--- src/sv/smte_pkg.sv ---
// ----------------------------------------------------------------------------
// Sorted multi-timer engine package
// Shared constants, request and response types, and the command and status
// structs that join the controller to the datapath.
// ----------------------------------------------------------------------------
package smte_pkg;

   localparam int TIMER_SLOTS = 16;
   localparam int SLOT_W      = $clog2(TIMER_SLOTS);
   localparam int CNT_W       = $clog2(TIMER_SLOTS + 1);

   localparam logic [2:0] OP_ALLOC = 3'd0;
   localparam logic [2:0] OP_FREE  = 3'd1;
   localparam logic [2:0] OP_INIT  = 3'd2;
   localparam logic [2:0] OP_ARM   = 3'd3;
   localparam logic [2:0] OP_TICK  = 3'd4;

   localparam logic [1:0] KIND_REPLY  = 2'd0;
   localparam logic [1:0] KIND_EXPIRY = 2'd1;
   localparam logic [1:0] KIND_ERROR  = 2'd2;

   localparam logic [1:0] ST_FREE  = 2'd0;
   localparam logic [1:0] ST_ALLOC = 2'd1;
   localparam logic [1:0] ST_ARMED = 2'd2;

   typedef struct packed {
      logic [2:0]  opcode;
      logic [3:0]  slot_index;
      logic [31:0] delay_ticks;
      logic [31:0] event_word;
      logic [2:0]  dest_queue;
   } req_type;

   typedef struct packed {
      logic [1:0]  reply_kind;
      logic [3:0]  timer_slot;
      logic [31:0] expired_word;
      logic [2:0]  expired_queue;
      logic        is_last;
   } rsp_type;

   typedef enum logic [2:0] {
      OUT_NONE,
      OUT_REPLY_REQ,
      OUT_REPLY_PTR,
      OUT_ERROR_REQ,
      OUT_ERROR_ZERO,
      OUT_EXPIRY
   } out_sel_type;

   typedef struct packed {
      logic        load_req;
      logic        ptr_clear;
      logic        ptr_inc;
      logic        scan_alloc;
      logic        alloc_take;
      logic        free_slot;
      logic        init_write;
      logic        arm_setup;
      logic        arm_insert;
      logic        unlink;
      logic        tick_inc;
      logic        pop;
      out_sel_type out_sel;
   } cmd_type;

   typedef struct packed {
      logic [2:0] opcode;
      logic       slot_ok;
      logic [1:0] slot_status;
      logic       ptr_last;
      logic       ptr_end;
      logic       list_lt;
      logic       list_match;
      logic       head_due;
      logic       next_due;
      logic       out_free;
   } sts_type;

endpackage

--- src/sv/smte_ctrl.sv ---
// ----------------------------------------------------------------------------
// Sorted multi-timer engine controller
// State machine that decodes each request and steps the datapath through
// the slot scan, list walk, insert, unlink and expiry sequences.
// ----------------------------------------------------------------------------
module smte_ctrl (
   input  logic              clock,
   input  logic              reset,
   input  logic              req_valid,
   output logic              req_stall,
   input  smte_pkg::sts_type sts,
   output smte_pkg::cmd_type cmd
);

   typedef enum logic [3:0] {
      S_IDLE,
      S_DECODE,
      S_ALLOC_SCAN,
      S_UNLINK_SCAN,
      S_FREE_DONE,
      S_INIT_DONE,
      S_INSERT_SCAN,
      S_ERROR,
      S_EXP_CHECK,
      S_EXP_EMIT
   } state_type;

   state_type state_ff, state_in;

   assign req_stall = state_ff != S_IDLE;

   always_comb begin
      cmd      = '0;
      state_in = state_ff;
      case (state_ff)
         S_IDLE: begin
            if (req_valid) begin
               cmd.load_req = 1'b1;
               state_in     = S_DECODE;
            end
         end
         S_DECODE: begin
            cmd.ptr_clear = 1'b1;
            case (sts.opcode)
               smte_pkg::OP_ALLOC: begin
                  state_in = S_ALLOC_SCAN;
               end
               smte_pkg::OP_FREE: begin
                  if (!sts.slot_ok) begin
                     state_in = S_ERROR;
                  end else if (sts.slot_status == smte_pkg::ST_ARMED) begin
                     state_in = S_UNLINK_SCAN;
                  end else begin
                     state_in = S_FREE_DONE;
                  end
               end
               smte_pkg::OP_INIT: begin
                  state_in = sts.slot_ok ? S_INIT_DONE : S_ERROR;
               end
               smte_pkg::OP_ARM: begin
                  if (!sts.slot_ok || sts.slot_status != smte_pkg::ST_ALLOC) begin
                     state_in = S_ERROR;
                  end else begin
                     cmd.arm_setup = 1'b1;
                     state_in      = S_INSERT_SCAN;
                  end
               end
               smte_pkg::OP_TICK: begin
                  cmd.tick_inc = 1'b1;
                  state_in     = S_EXP_CHECK;
               end
               default: begin
                  state_in = S_ERROR;
               end
            endcase
         end
         S_ALLOC_SCAN: begin
            cmd.scan_alloc = 1'b1;
            if (sts.slot_status == smte_pkg::ST_FREE) begin
               if (sts.out_free) begin
                  cmd.alloc_take = 1'b1;
                  cmd.out_sel    = smte_pkg::OUT_REPLY_PTR;
                  state_in       = S_IDLE;
               end
            end else if (sts.ptr_last) begin
               if (sts.out_free) begin
                  cmd.out_sel = smte_pkg::OUT_ERROR_ZERO;
                  state_in    = S_IDLE;
               end
            end else begin
               cmd.ptr_inc = 1'b1;
            end
         end
         S_UNLINK_SCAN: begin
            if (sts.list_match) begin
               cmd.unlink = 1'b1;
               state_in   = S_FREE_DONE;
            end else begin
               cmd.ptr_inc = 1'b1;
            end
         end
         S_FREE_DONE: begin
            if (sts.out_free) begin
               cmd.free_slot = 1'b1;
               cmd.out_sel   = smte_pkg::OUT_REPLY_REQ;
               state_in      = S_IDLE;
            end
         end
         S_INIT_DONE: begin
            if (sts.out_free) begin
               cmd.init_write = 1'b1;
               cmd.out_sel    = smte_pkg::OUT_REPLY_REQ;
               state_in       = S_IDLE;
            end
         end
         S_INSERT_SCAN: begin
            if (!sts.ptr_end && sts.list_lt) begin
               cmd.ptr_inc = 1'b1;
            end else if (sts.out_free) begin
               cmd.arm_insert = 1'b1;
               cmd.out_sel    = smte_pkg::OUT_REPLY_REQ;
               state_in       = S_IDLE;
            end
         end
         S_ERROR: begin
            if (sts.out_free) begin
               cmd.out_sel = smte_pkg::OUT_ERROR_REQ;
               state_in    = S_IDLE;
            end
         end
         S_EXP_CHECK: begin
            state_in = sts.head_due ? S_EXP_EMIT : S_IDLE;
         end
         S_EXP_EMIT: begin
            if (sts.out_free) begin
               cmd.pop     = 1'b1;
               cmd.out_sel = smte_pkg::OUT_EXPIRY;
               state_in    = sts.next_due ? S_EXP_CHECK : S_IDLE;
            end
         end
         default: begin
            state_in = S_IDLE;
         end
      endcase
   end

   always_ff @(posedge clock) begin
      if (reset) begin
         state_ff <= S_IDLE;
      end else begin
         state_ff <= state_in;
      end
   end

endmodule

--- config.mk ---
export PLATFORM = sky130hd
export DESIGN_NAME = smte_ctrl
export DESIGN_NICKNAME = d
export VERILOG_FILES = /design/src/sv/smte_pkg.sv /design/src/sv/smte_ctrl.sv
export SDC_FILE = /design/constraint.sdc
export NUM_CORES = 1
export LEC_CHECK = 0
export BUFFER_PORTS_ARGS = -buffer_cell sky130_fd_sc_hd__buf_2
export CAP_MARGIN = 5
export CORE_AREA = 10 10 47 49
export CTS_BUF_LIST = sky130_fd_sc_hd__clkbuf_8
export CTS_CLUSTER_SIZE = 40
export DETAILED_ROUTE_END_ITERATION = 10
export DIE_AREA = 0 0 57 59
export PLACE_DENSITY = 0.78
export SYNTH_ARGS = -nofsm -noshare
export SYNTH_HDL_FRONTEND = slang
export SYNTH_SLANG_ARGS = --single-unit
export TNS_END_PERCENT = 100
--- constraint.sdc ---
create_clock -name clock -period 1.7 [get_ports clock]
set_clock_uncertainty 0.05 [all_clocks]
set_input_delay 0.085 -clock clock [delete_from_list [all_inputs] [get_ports clock]]
set_output_delay 0.085 -clock clock [all_outputs]
set_load 0.1 [all_outputs]
==> metrics.md <==
| Metric | Value |
|---|---|
| RSZ-0062 raised after global routing | `true` |
| Share of post-route cells with drive strength above 1 | `58.91%` |
| Most frequent cells in the layout | `buf_12 (16), buf_2 (15), buf_4 (12)` |
| Slack of the critical path | `-0.04089 ns` |
| Met3 wire length | `405 um` |
| Total GRT Usage | `14.13%` |
| Failing checks | `negative setup slack` |
| ANT nets after route | `0` |
| RD Place Congestion | `0.8612` |
| Peak VDD IR | `0.001080 V` |
| Net Count, Synth | `103` |
| CTS clock-pin slew for the worst setup and hold paths | `0.04 ns` |
| WL per Instance | `24.91 um` |
| Setup TNS | `-0.09185 ns` |
| Clock Latency Late Sink | `0.22 ns` |
| Async S/R FF share, synth | `0%` |
| Clock Root Buffer | `clkbuf_8` |
| Via count | `985` |
| Cell count after placement | `140` |
| Number of global-route vias before repair | `884` |
| Die area | `3363 um2` |
| Hold/Removal Path Class | `in2reg` |
| Fin Hold WS | `0.08132 ns` |
| Sequential share of the synthesized area | `13.85%` |
| CP Data Arrival Time | `1.61 ns` |
| YS warnings | `0` |
| Commonest non-fill, non-tap cell in the layout | `buf_12` |
| DRT met1 WL | `1162 um` |
| TritonCTS clock tree | `yes` |
| Status | `complete, but fails checks` |
| Reg with most FFs | `state_ff` |
| Synth unique cells | `34` |
| CTS Buf Count | `3` |
| Top Ports | `32` |
| Max-Cap Viols | `0` |
| Chip width | `57 um` |
| CP Class | `reg2out` |
| FMAX | `0.5744 GHz` |
| Synthesized netlist cell count | `87` |
| Overflow after GRT | `0` |
| Area grow syn2layout | `125.5%` |
| Max reg flops | `4` |
| Met2 wire len | `1846 um` |
| Min cycle time layout | `1.741 ns` |
| I/O Buffers | `31` |
| Biggest regs | `state_ff: 4 flops` |
| Post-Route WL | `3637 um` |
| Overall power | `1991 uW` |
| DRC | `0` |
| Crit-path max FO | `8` |
| Slew Limit Fails | `0` |
| Syn_area_per_cell | `6.644 um2` |
| First-pass GRT wire length | `4029 um` |
| Initial antenna violation count | `1` |
| Lkg Pwr | `0.0005162 uW` |
| Initial Util | `41.25%` |
| Post-Layout Cell Count | `146` |
| Post-synth EDFFs | `0` |
| Drt initial violations | `31` |
| Core box area | `1401 um2` |
| H-tree depth | `1` |
| Hpwl dp | `2022 um` |
| Slew HR | `67.99%` |
| CTS Buffer Depth | `2` |
| First-pass detailed-route iteration total | `4` |
| Nets | `147` |
| Worst Max-Slew Pin Slew | `0.4762 ns` |
| Largest net degree at the start of global routing | `10` |
| Main synth FF type | `dfxtp_1` |
| CP startpoint kind | `flip-flop` |
| Vias per std cell | `6.747` |
| Critical Path End Type | `output pin` |
| Fin. Hold Viols | `0` |
| Die height | `59 um` |
| Mapped cell area | `578.1 um2` |
| CTS sink count | `4` |
| Top sig layer | `met4` |
| Setup violators final | `4` |
| Num rows | `14` |
| Required time of the critical path | `1.56 ns` |
| Tcrit/Tclk final | `102.4%` |
| P per Cell Area | `1527 nW/um2` |
| Synthesized flop and latch total | `4` |
-- cell usage after synthesis (2+ instances only) --
master	number	area share, %
nand2_1	10	6.5
nand2b_1	8	8.7
nor2_1	6	3.9
nor3_1	6	5.2
inv_1	5	3.2
dfxtp_1	4	14
o21ai_0	4	3.5
a21oi_1	3	2.6
mux2i_1	3	5.2
nor2b_1	3	3.2
nor4_1	3	3.2
a2111o_1	2	3.9
and2_1	2	2.2
and3_1	2	2.2
and4_1	2	3.0
buf_2	2	1.7
clkbuf_1	2	1.3
o21bai_1	2	2.6
o22ai_1	2	2.2
or3b_1	2	3.0
-- critical path: stages, from the launching register on --
cell and delay [ns]:
dfxtp_4 0.38, or3b_4 0.43, o22ai_2 0.15, and3b_2 0.25, buf_12 0.18
-- layer usage --
| metal | vias to the layer above | global-route usage [%] |
|---|---|---|
| met2 | 85 | 29.15 |
| met1 | 463 | 13.05 |
| met5 | - | 0 |
| met3 | 30 | 4.292 |
| met4 | 0 | 3.020 |
| li1 | 407 | - |
-- cells by family after synthesis --
family	Yosys count	synth area share (%)
buf+inv	9	6.278
compound gates	23	28.79
mux	3	5.195
flops	4	13.85
simple gates	48	45.89
-- metrics by stage --
step | util (%) | area [um2] | setup WS, ns
6_report | 93.04 | 1304 | -0.04089
5_1_grt | 93.04 | 1304 | -0.07599
4_1_cts | 88.93 | 1246 | -0.00006084
3_5_place_dp | 83.75 | 1174 | -0.04582
3_3_place_gp | 83.75 | 1174 | 0.1185
2_1_floorplan | - | 720.7 | -0.3037
-- report_power, final --
part / switching [uW] / internal [uW]
sequential: 63.4 / 133
clock: 56.3 / 152
combinational: 988 / 599
-- cell type report --
class,count,area [um2]
inverters,5,22.52
diodes,1,2.502
fillers,45,97.59
multi-input cells,74,643.1
repair buffers,43,485.5
clock buffers,3,41.29
well taps,16,20.02
flip-flops and latches,4,88.84
-- timing repair --
item,CTS,global route
buffers inserted,1,1
resized for setup,7,9
endpoints found under the hold margin,0,0
hold buffers,0,0
pin swaps,0,2
endpoints found under the setup margin,10,9
-- path summary, 6_finish.rpt --
| path | slack [ns] | start | cells past startpoint | end |
|---|---|---|---|---|
| max | -0.04 | state_ff[1] | 4 | cmd[2] |
| min | 0.08 | reset | 2 | state_ff[1] |
| max reg2reg | -0.03 | state_ff[3] | 5 | state_ff[0] |
| min reg2reg | 0.52 | state_ff[2] | 2 | state_ff[2] |
(Power assumes the default switching activity.)
