===== config.mk =====
export PLATFORM = sky130hd
export DESIGN_NAME = smte_dp
export DESIGN_NICKNAME = d
export VERILOG_FILES = /design/src/sv/smte_pkg.sv /design/src/sv/smte_dp.sv
export SDC_FILE = /design/constraint.sdc
export NUM_CORES = 2
export LEC_CHECK = 0
export ABC_AREA = 1
export CAP_MARGIN = 20
export CORE_MARGIN = 10
export CORE_UTILIZATION = 45
export CTS_CLUSTER_DIAMETER = 200
export DETAILED_ROUTE_END_ITERATION = 6
export DONT_BUFFER_PORTS = 1
export HOLD_SLACK_MARGIN = 0.08
export PLACE_DENSITY_LB_ADDON = 0.25
export SYNTH_ARGS = -nofsm -noshare
export SYNTH_HDL_FRONTEND = slang
export SYNTH_SLANG_ARGS = --single-unit

===== constraint.sdc =====
create_clock -name clock -period 7.3 [get_ports clock]
set_input_delay 1.095 -clock clock [delete_from_list [all_inputs] [get_ports clock]]
set_output_delay 1.095 -clock clock [all_outputs]
set_load 0.02 [all_outputs]

===== src/sv/smte_pkg.sv =====
// ----------------------------------------------------------------------------
// Sorted multi-timer engine package
// Shared constants, request and response types, and the command and status
// structs that join the controller to the datapath.
// ----------------------------------------------------------------------------
package smte_pkg;

   localparam int TIMER_SLOTS = 16;
   localparam int SLOT_W      = $clog2(TIMER_SLOTS);
   localparam int CNT_W       = $clog2(TIMER_SLOTS + 1);

   localparam logic [2:0] OP_ALLOC = 3'd0;
   localparam logic [2:0] OP_FREE  = 3'd1;
   localparam logic [2:0] OP_INIT  = 3'd2;
   localparam logic [2:0] OP_ARM   = 3'd3;
   localparam logic [2:0] OP_TICK  = 3'd4;

   localparam logic [1:0] KIND_REPLY  = 2'd0;
   localparam logic [1:0] KIND_EXPIRY = 2'd1;
   localparam logic [1:0] KIND_ERROR  = 2'd2;

   localparam logic [1:0] ST_FREE  = 2'd0;
   localparam logic [1:0] ST_ALLOC = 2'd1;
   localparam logic [1:0] ST_ARMED = 2'd2;

   typedef struct packed {
      logic [2:0]  opcode;
      logic [3:0]  slot_index;
      logic [31:0] delay_ticks;
      logic [31:0] event_word;
      logic [2:0]  dest_queue;
   } req_type;

   typedef struct packed {
      logic [1:0]  reply_kind;
      logic [3:0]  timer_slot;
      logic [31:0] expired_word;
      logic [2:0]  expired_queue;
      logic        is_last;
   } rsp_type;

   typedef enum logic [2:0] {
      OUT_NONE,
      OUT_REPLY_REQ,
      OUT_REPLY_PTR,
      OUT_ERROR_REQ,
      OUT_ERROR_ZERO,
      OUT_EXPIRY
   } out_sel_type;

   typedef struct packed {
      logic        load_req;
      logic        ptr_clear;
      logic        ptr_inc;
      logic        scan_alloc;
      logic        alloc_take;
      logic        free_slot;
      logic        init_write;
      logic        arm_setup;
      logic        arm_insert;
      logic        unlink;
      logic        tick_inc;
      logic        pop;
      out_sel_type out_sel;
   } cmd_type;

   typedef struct packed {
      logic [2:0] opcode;
      logic       slot_ok;
      logic [1:0] slot_status;
      logic       ptr_last;
      logic       ptr_end;
      logic       list_lt;
      logic       list_match;
      logic       head_due;
      logic       next_due;
      logic       out_free;
   } sts_type;

endpackage


===== src/sv/smte_dp.sv =====
// ----------------------------------------------------------------------------
// Sorted multi-timer engine datapath
// Tick counter, slot status, deadline-sorted list, slot event memory and the
// response register, all driven by commands from the controller.
// ----------------------------------------------------------------------------
module smte_dp (
   input  logic              clock,
   input  logic              reset,
   input  smte_pkg::req_type req_data,
   input  smte_pkg::cmd_type cmd,
   output smte_pkg::sts_type sts,
   output logic              rsp_valid,
   input  logic              rsp_stall,
   output smte_pkg::rsp_type rsp_data
);

   smte_pkg::req_type                  req_ff;
   logic [31:0]                        tick_ff, tick_in;
   logic [31:0]                        deadline_ff, deadline_in;
   logic [1:0]                         status_ff [smte_pkg::TIMER_SLOTS];
   logic [1:0]                         status_in [smte_pkg::TIMER_SLOTS];
   logic [smte_pkg::SLOT_W-1:0]        list_slot_ff [smte_pkg::TIMER_SLOTS];
   logic [smte_pkg::SLOT_W-1:0]        list_slot_in [smte_pkg::TIMER_SLOTS];
   logic [31:0]                        list_dl_ff [smte_pkg::TIMER_SLOTS];
   logic [31:0]                        list_dl_in [smte_pkg::TIMER_SLOTS];
   logic [smte_pkg::CNT_W-1:0]         armed_ff, armed_in;
   logic [smte_pkg::CNT_W-1:0]         ptr_ff, ptr_in;
   logic [34:0]                        slot_data_mem [smte_pkg::TIMER_SLOTS];
   logic [34:0]                        mem_rd_ff;
   logic                               rsp_valid_ff, rsp_valid_in;
   smte_pkg::rsp_type                  rsp_ff, rsp_in, rsp_item;
   logic [smte_pkg::SLOT_W-1:0]        req_slot, ptr_idx, head_slot, stat_idx;

   assign req_slot  = smte_pkg::SLOT_W'(req_ff.slot_index);
   assign ptr_idx   = ptr_ff[smte_pkg::SLOT_W-1:0];
   assign head_slot = list_slot_ff[0];
   assign stat_idx  = cmd.scan_alloc ? ptr_idx : req_slot;

   always_comb begin
      sts.opcode      = req_ff.opcode;
      sts.slot_ok     = int'(req_ff.slot_index) < smte_pkg::TIMER_SLOTS;
      sts.slot_status = status_ff[stat_idx];
      sts.ptr_last    = ptr_ff == smte_pkg::CNT_W'(smte_pkg::TIMER_SLOTS - 1);
      sts.ptr_end     = ptr_ff == armed_ff;
      sts.list_lt     = list_dl_ff[ptr_idx] < deadline_ff;
      sts.list_match  = list_slot_ff[ptr_idx] == req_slot;
      sts.head_due    = (armed_ff != '0) && (list_dl_ff[0] <= tick_ff);
      sts.next_due    = (armed_ff > smte_pkg::CNT_W'(1)) && (list_dl_ff[1] <= tick_ff);
      sts.out_free    = !rsp_valid_ff || !rsp_stall;
   end

   always_comb begin
      ptr_in      = ptr_ff;
      tick_in     = tick_ff;
      deadline_in = deadline_ff;
      armed_in    = armed_ff;
      status_in   = status_ff;
      list_slot_in = list_slot_ff;
      list_dl_in   = list_dl_ff;

      if (cmd.ptr_clear) begin
         ptr_in = '0;
      end else if (cmd.ptr_inc) begin
         ptr_in = ptr_ff + smte_pkg::CNT_W'(1);
      end
      if (cmd.tick_inc) begin
         tick_in = tick_ff + 32'd1;
      end
      if (cmd.arm_setup) begin
         deadline_in = req_ff.delay_ticks + tick_ff;
      end
      if (cmd.alloc_take) begin
         status_in[ptr_idx] = smte_pkg::ST_ALLOC;
      end
      if (cmd.free_slot) begin
         status_in[req_slot] = smte_pkg::ST_FREE;
      end
      if (cmd.arm_insert) begin
         status_in[req_slot] = smte_pkg::ST_ARMED;
         armed_in = armed_ff + smte_pkg::CNT_W'(1);
         for (int q = 1; q < smte_pkg::TIMER_SLOTS; q++) begin
            if (smte_pkg::CNT_W'(q) > ptr_ff) begin
               list_slot_in[q] = list_slot_ff[q-1];
               list_dl_in[q]   = list_dl_ff[q-1];
            end
         end
         list_slot_in[ptr_idx] = req_slot;
         list_dl_in[ptr_idx]   = deadline_ff;
      end
      if (cmd.unlink) begin
         armed_in = armed_ff - smte_pkg::CNT_W'(1);
         for (int q = 0; q < smte_pkg::TIMER_SLOTS - 1; q++) begin
            if (smte_pkg::CNT_W'(q) >= ptr_ff) begin
               list_slot_in[q] = list_slot_ff[q+1];
               list_dl_in[q]   = list_dl_ff[q+1];
            end
         end
      end
      if (cmd.pop) begin
         status_in[head_slot] = smte_pkg::ST_ALLOC;
         armed_in = armed_ff - smte_pkg::CNT_W'(1);
         for (int q = 0; q < smte_pkg::TIMER_SLOTS - 1; q++) begin
            list_slot_in[q] = list_slot_ff[q+1];
            list_dl_in[q]   = list_dl_ff[q+1];
         end
      end
   end

   always_comb begin
      rsp_item = '0;
      rsp_item.is_last = 1'b1;
      case (cmd.out_sel)
         smte_pkg::OUT_REPLY_REQ: begin
            rsp_item.reply_kind = smte_pkg::KIND_REPLY;
            rsp_item.timer_slot = req_ff.slot_index;
         end
         smte_pkg::OUT_REPLY_PTR: begin
            rsp_item.reply_kind = smte_pkg::KIND_REPLY;
            rsp_item.timer_slot = 4'(ptr_idx);
         end
         smte_pkg::OUT_ERROR_REQ: begin
            rsp_item.reply_kind = smte_pkg::KIND_ERROR;
            rsp_item.timer_slot = req_ff.slot_index;
         end
         smte_pkg::OUT_ERROR_ZERO: begin
            rsp_item.reply_kind = smte_pkg::KIND_ERROR;
         end
         smte_pkg::OUT_EXPIRY: begin
            rsp_item.reply_kind    = smte_pkg::KIND_EXPIRY;
            rsp_item.timer_slot    = 4'(head_slot);
            rsp_item.expired_word  = mem_rd_ff[34:3];
            rsp_item.expired_queue = mem_rd_ff[2:0];
            rsp_item.is_last       = !sts.next_due;
         end
         default: begin
            rsp_item = '0;
         end
      endcase
   end

   always_comb begin
      if (cmd.out_sel != smte_pkg::OUT_NONE) begin
         rsp_valid_in = 1'b1;
         rsp_in       = rsp_item;
      end else begin
         rsp_valid_in = rsp_valid_ff && rsp_stall;
         rsp_in       = rsp_ff;
      end
   end

   always_ff @(posedge clock) begin
      if (reset) begin
         tick_ff      <= '0;
         armed_ff     <= '0;
         ptr_ff       <= '0;
         rsp_valid_ff <= 1'b0;
         for (int s = 0; s < smte_pkg::TIMER_SLOTS; s++) begin
            status_ff[s] <= smte_pkg::ST_FREE;
         end
      end else begin
         tick_ff      <= tick_in;
         armed_ff     <= armed_in;
         ptr_ff       <= ptr_in;
         rsp_valid_ff <= rsp_valid_in;
         status_ff    <= status_in;
      end
   end

   always_ff @(posedge clock) begin
      if (cmd.load_req) begin
         req_ff <= req_data;
      end
      deadline_ff  <= deadline_in;
      list_slot_ff <= list_slot_in;
      list_dl_ff   <= list_dl_in;
      rsp_ff       <= rsp_in;
   end

   always_ff @(posedge clock) begin
      if (cmd.init_write) begin
         slot_data_mem[req_slot] <= {req_ff.event_word, req_ff.dest_queue};
      end
      mem_rd_ff <= slot_data_mem[head_slot];
   end

   assign rsp_valid = rsp_valid_ff;
   assign rsp_data  = rsp_ff;

   a_armed_bound: assert property (@(posedge clock) disable iff (reset)
      armed_ff <= smte_pkg::CNT_W'(smte_pkg::TIMER_SLOTS))
      else $error("Armed count exceeds the number of slots.");

   a_no_overwrite: assert property (@(posedge clock) disable iff (reset)
      cmd.out_sel != smte_pkg::OUT_NONE |-> !(rsp_valid_ff && rsp_stall))
      else $error("Response register overwritten while stalled.");

   a_pop_due: assert property (@(posedge clock) disable iff (reset)
      cmd.pop |-> sts.head_due)
      else $error("Expiry of a timer that is not due.");

   a_insert_ok: assert property (@(posedge clock) disable iff (reset)
      cmd.arm_insert |-> (armed_ff < smte_pkg::CNT_W'(smte_pkg::TIMER_SLOTS))
                         && (status_ff[req_slot] == smte_pkg::ST_ALLOC))
      else $error("Insert into a full list or of a slot that is not allocated.");

   a_unlink_match: assert property (@(posedge clock) disable iff (reset)
      cmd.unlink |-> sts.list_match && !sts.ptr_end)
      else $error("Unlink at an entry that does not hold the slot.");

endmodule


==> impl_metrics.toml <==
[run_status]
outcome = "finished, violations left"
violations = "DRC"

[power_and_ir_drop]
max-vdd-ir-drop_mv = 0.2517
p_leak_nw = 27.52
power_w = 0.02134
power_density_nw_per_um2 = 287.0

[timing]
finalCritPeriodShare_pct = 88.94
fmax_ghz = 0.1540
fin_tns_setup_ns = 0
worstMarginPinSlew_ns = 1.274
slew_headroom_pct = 15.03
fin_crit_ns = 6.493
rsz0062_at_grt = "false"
slew_violations = 0
skew_ns = 0.08818
setup_viol_count_final = 0
hold_viol_final = 0

[floorplan]
ios = 148
start_util_pct = 45.20
die_area_um2 = 166000
num_rows = 142
die_y_um = 407.4
die_x_um = 407.4
coreArea_um2 = 149400

[worst_setup_path]
cp_slowest_stage_delay_ns = 0.82
critPathBufInv = 3
path_depth = 14
crit_top_cell = "a21oi_1"
end_kind = "primary output"
reg2reg_to = "list_dl_ff[381]"
cp-start-kind = "flip-flop"
arrival_ns = 5.40
critPathTopFamily = "compound AO/OA/AOI/OAI gates"
reg2reg_depth = 11
rrSetupSlack_ns = 2.64
cp_max_fo = 29
crit_start = "ptr_ff[1]"
endpoint = "sts[4]"
slowest_stage = "dfxtp_1"
r2r_start = "ptr_ff[2]"
worstPathRequired_ns = 6.20
crit_chain = "inv_2, nand2_2, inv_1, a221oi_1, o211ai_1, ha_1, a21oi_1, o21ai_0, nand3_1, a21oi_1, o21bai_1, o2111ai_1, a21oi_1, buf_4"
worstSetupPathType = "flip-flop to primary output"

[global_route]
grt_max_degree = 156
grt_antenna_before_repair = 4
overflow = 0
grt_pass1_wl_mm = 373.7
grt.total_usage_pct = 29.26
grt_pass1_vias = 56910

[final_layout]
nets = 7492
layout-drive-gt1-share_pct = 6.859
area_delta_synth_final_pct = 10.10

[yosys]
synth_area_leaders = "edfxtp_1 33%, dfxtp_1 19%, o21ai_0 6.4%"
synth.largest_area_cell = "edfxtp_1"
synth-seq-cells = 1394
syn_area_um2 = 67540
synth_flop_cell = "edfxtp_1"
synth_top_area_share_pct = 33.08
synthCells = 7544
ys_seq_area_share_pct = 52.35
synth-async-reset-ratio_pct = 0
synth_nets = 7772
synth_edf_count = 744
yosysWarningCount = 0
syn_area_per_cell_um2 = 8.952
yosysUniqueCellTypes = 59

[placement]
gp_congestion = 0.9959
port_buffers = 0
hpwl_mm = 161.7

[detailed_routing]
first_pass_iters = 7
drt_iter0_drc = 8084
wl_per_cell_um = 27.20
vias = 60430
ant_nets = 0
viasPerCell = 6.419
postRouteWirelength_mm = 256.0
drc = 5

[min_path]
min_path_type = "input pin to flip-flop"
hold_depth = 0

[clocking]
cts.sinks = 1394
cts_buffers = 152
root_buffer = "clkbuf_16"
ctsHoldBuffers = 0
clk_path_buf_depth = 3
worstSkewPairLatency_ns = 0.84
cts_tree = "built"
htreeDepth = 4
post_cts_buffers = 0
post_cts_resized = 0
clk_pin_slew_worst_paths_ns = 0.06

[flow_run]
maxCapViolCount = 0
==> cell families (layout without fill, tap and decap cells) <==
group           after synthesis  in the layout  share of synthesized area, %
other cells                   1              6                      0.005553
simple gates               1742           1742                         10.52
xor+xnor                     33             33                        0.4280
mux                          30             30                        0.5002
fa+ha+maj                   136            136                         2.531
compound gates             2853           2853                         25.85
flops                      1394           1394                         52.35
buf+inv                    1355           1203                         7.813
==> flip-flops by register name, summed over array words and instances (netlist names), named ones only <==
| register | count |
|---|---|
| armed_ff | 5 |
| deadline_ff | 32 |
| head_slot | 4 |
| list_dl_ff | 480 |
| list_slot_ff | 56 |
| mem_rd_ff | 35 |
| ptr_ff | 5 |
| req_ff | 67 |
| req_slot | 4 |
| rsp_data | 42 |
| rsp_valid | 1 |
| slot_data_mem | 560 |
| status_ff | 32 |
| sts | 3 |
| tick_ff | 32 |
==> how the worst min path moves through the flow <==
stage | start | end | slack [ns]
floorplan | flip-flop | list_slot_ff[6] | 0.44
global placement | status_ff[29] | status_ff[29] | 0.47
detailed placement | list_dl_ff[159] | list_dl_ff[191] | 0.48
CTS | req_data[9] | req_ff[9] | 0.30
global route | req_data[9] | req_ff[9] | 0.31
finish | req_data[34] | req_ff[34] | 0.35
==> synthesized netlist by cell type (9+ instances only) <==
library cell,instances
nand2_1,1007
o21ai_0,857
inv_1,752
edfxtp_1,744
a21oi_1,659
dfxtp_1,650
nor2_1,458
clkbuf_1,390
o211ai_1,382
a22oi_1,319
o22ai_1,203
nand3_1,139
ha_1,135
buf_2,125
o221ai_1,95
a211oi_1,82
a31oi_1,67
a221oi_1,64
o21ai_1,53
buf_1,47
nor3_1,38
or4_1,36
mux2_2,30
xor2_1,27
o2111ai_1,25
nand4_1,24
inv_2,22
clkinv_1,10
nor2_2,10
buf_4,9
nor2_4,9
nor4_1,9
==> worst register-to-register path: stages (launching register included) <==
cell      delay (ns)
dfxtp_4         0.76
buf_4           0.62
nand2_2         0.35
nor2_4          0.12
buf_4           0.51
inv_1           0.47
o21ai_1         0.25
o21ai_1         0.09
inv_2           0.68
buf_4           0.49
a211oi_1        0.09
a21oi_1         0.19
==> where the power goes <==
part           internal (W)  total, W  switching (W)
Sequential          0.00911   0.00997       0.000855
Combinational       0.00116   0.00348        0.00233
Clock               0.00445   0.00789        0.00344
Total                0.0147    0.0213        0.00662
==> layer usage <==
metal	GRT usage, %	routed length, um	vias up
li1	-	-	26620
met1	37.57	98520	28840
met2	44.96	112400	3978
met3	6.780	28300	989
met4	17.27	16750	2
met5	0	18	-
==> cell type report <==
type	count	area, um2
Fill cell	13720	75070
Clock inverter	63	878.3
Multi-Input combinational cell	4795	27260
Sequential cell	1394	35360
Clock buffer	219	4265
Timing Repair Buffer	137	1099
Tap cell	2016	2522
Antenna cell	5	12.51
Inverter	784	2950
==> stage by stage <==
step                      hold slack (ns)  cell area [um2]  setup WS (ns)  util (%)  std cells
final                              0.3496            74360         0.8071     49.76       9413
after global routing               0.3122            74340         0.6630     49.75       9408
after CTS                          0.3009            74330          1.046     49.74       9407
after detailed placement           0.4753            69180          1.885     46.30       9125
after global placement             0.4690            69180          2.010     46.30       9125
after floorplan                    0.4411            67540          3.196         -       7544
==> placed cells by master (no fill, tap or decap), types with 46 or more instances in the layout <==
master,n
clkbuf_16,152
buf_4,131
o211ai_1,382
o21ai_1,50
a221oi_1,64
a22oi_1,319
o21ai_0,857
inv_1,741
o221ai_1,95
edfxtp_1,744
a21oi_1,656
o22ai_1,203
ha_1,135
nor2_1,434
nand2_1,1000
a31oi_1,67
nand3_1,139
clkbuf_1,46
a211oi_1,82
dfxtp_1,647
Power figures use the tool's default switching activity.
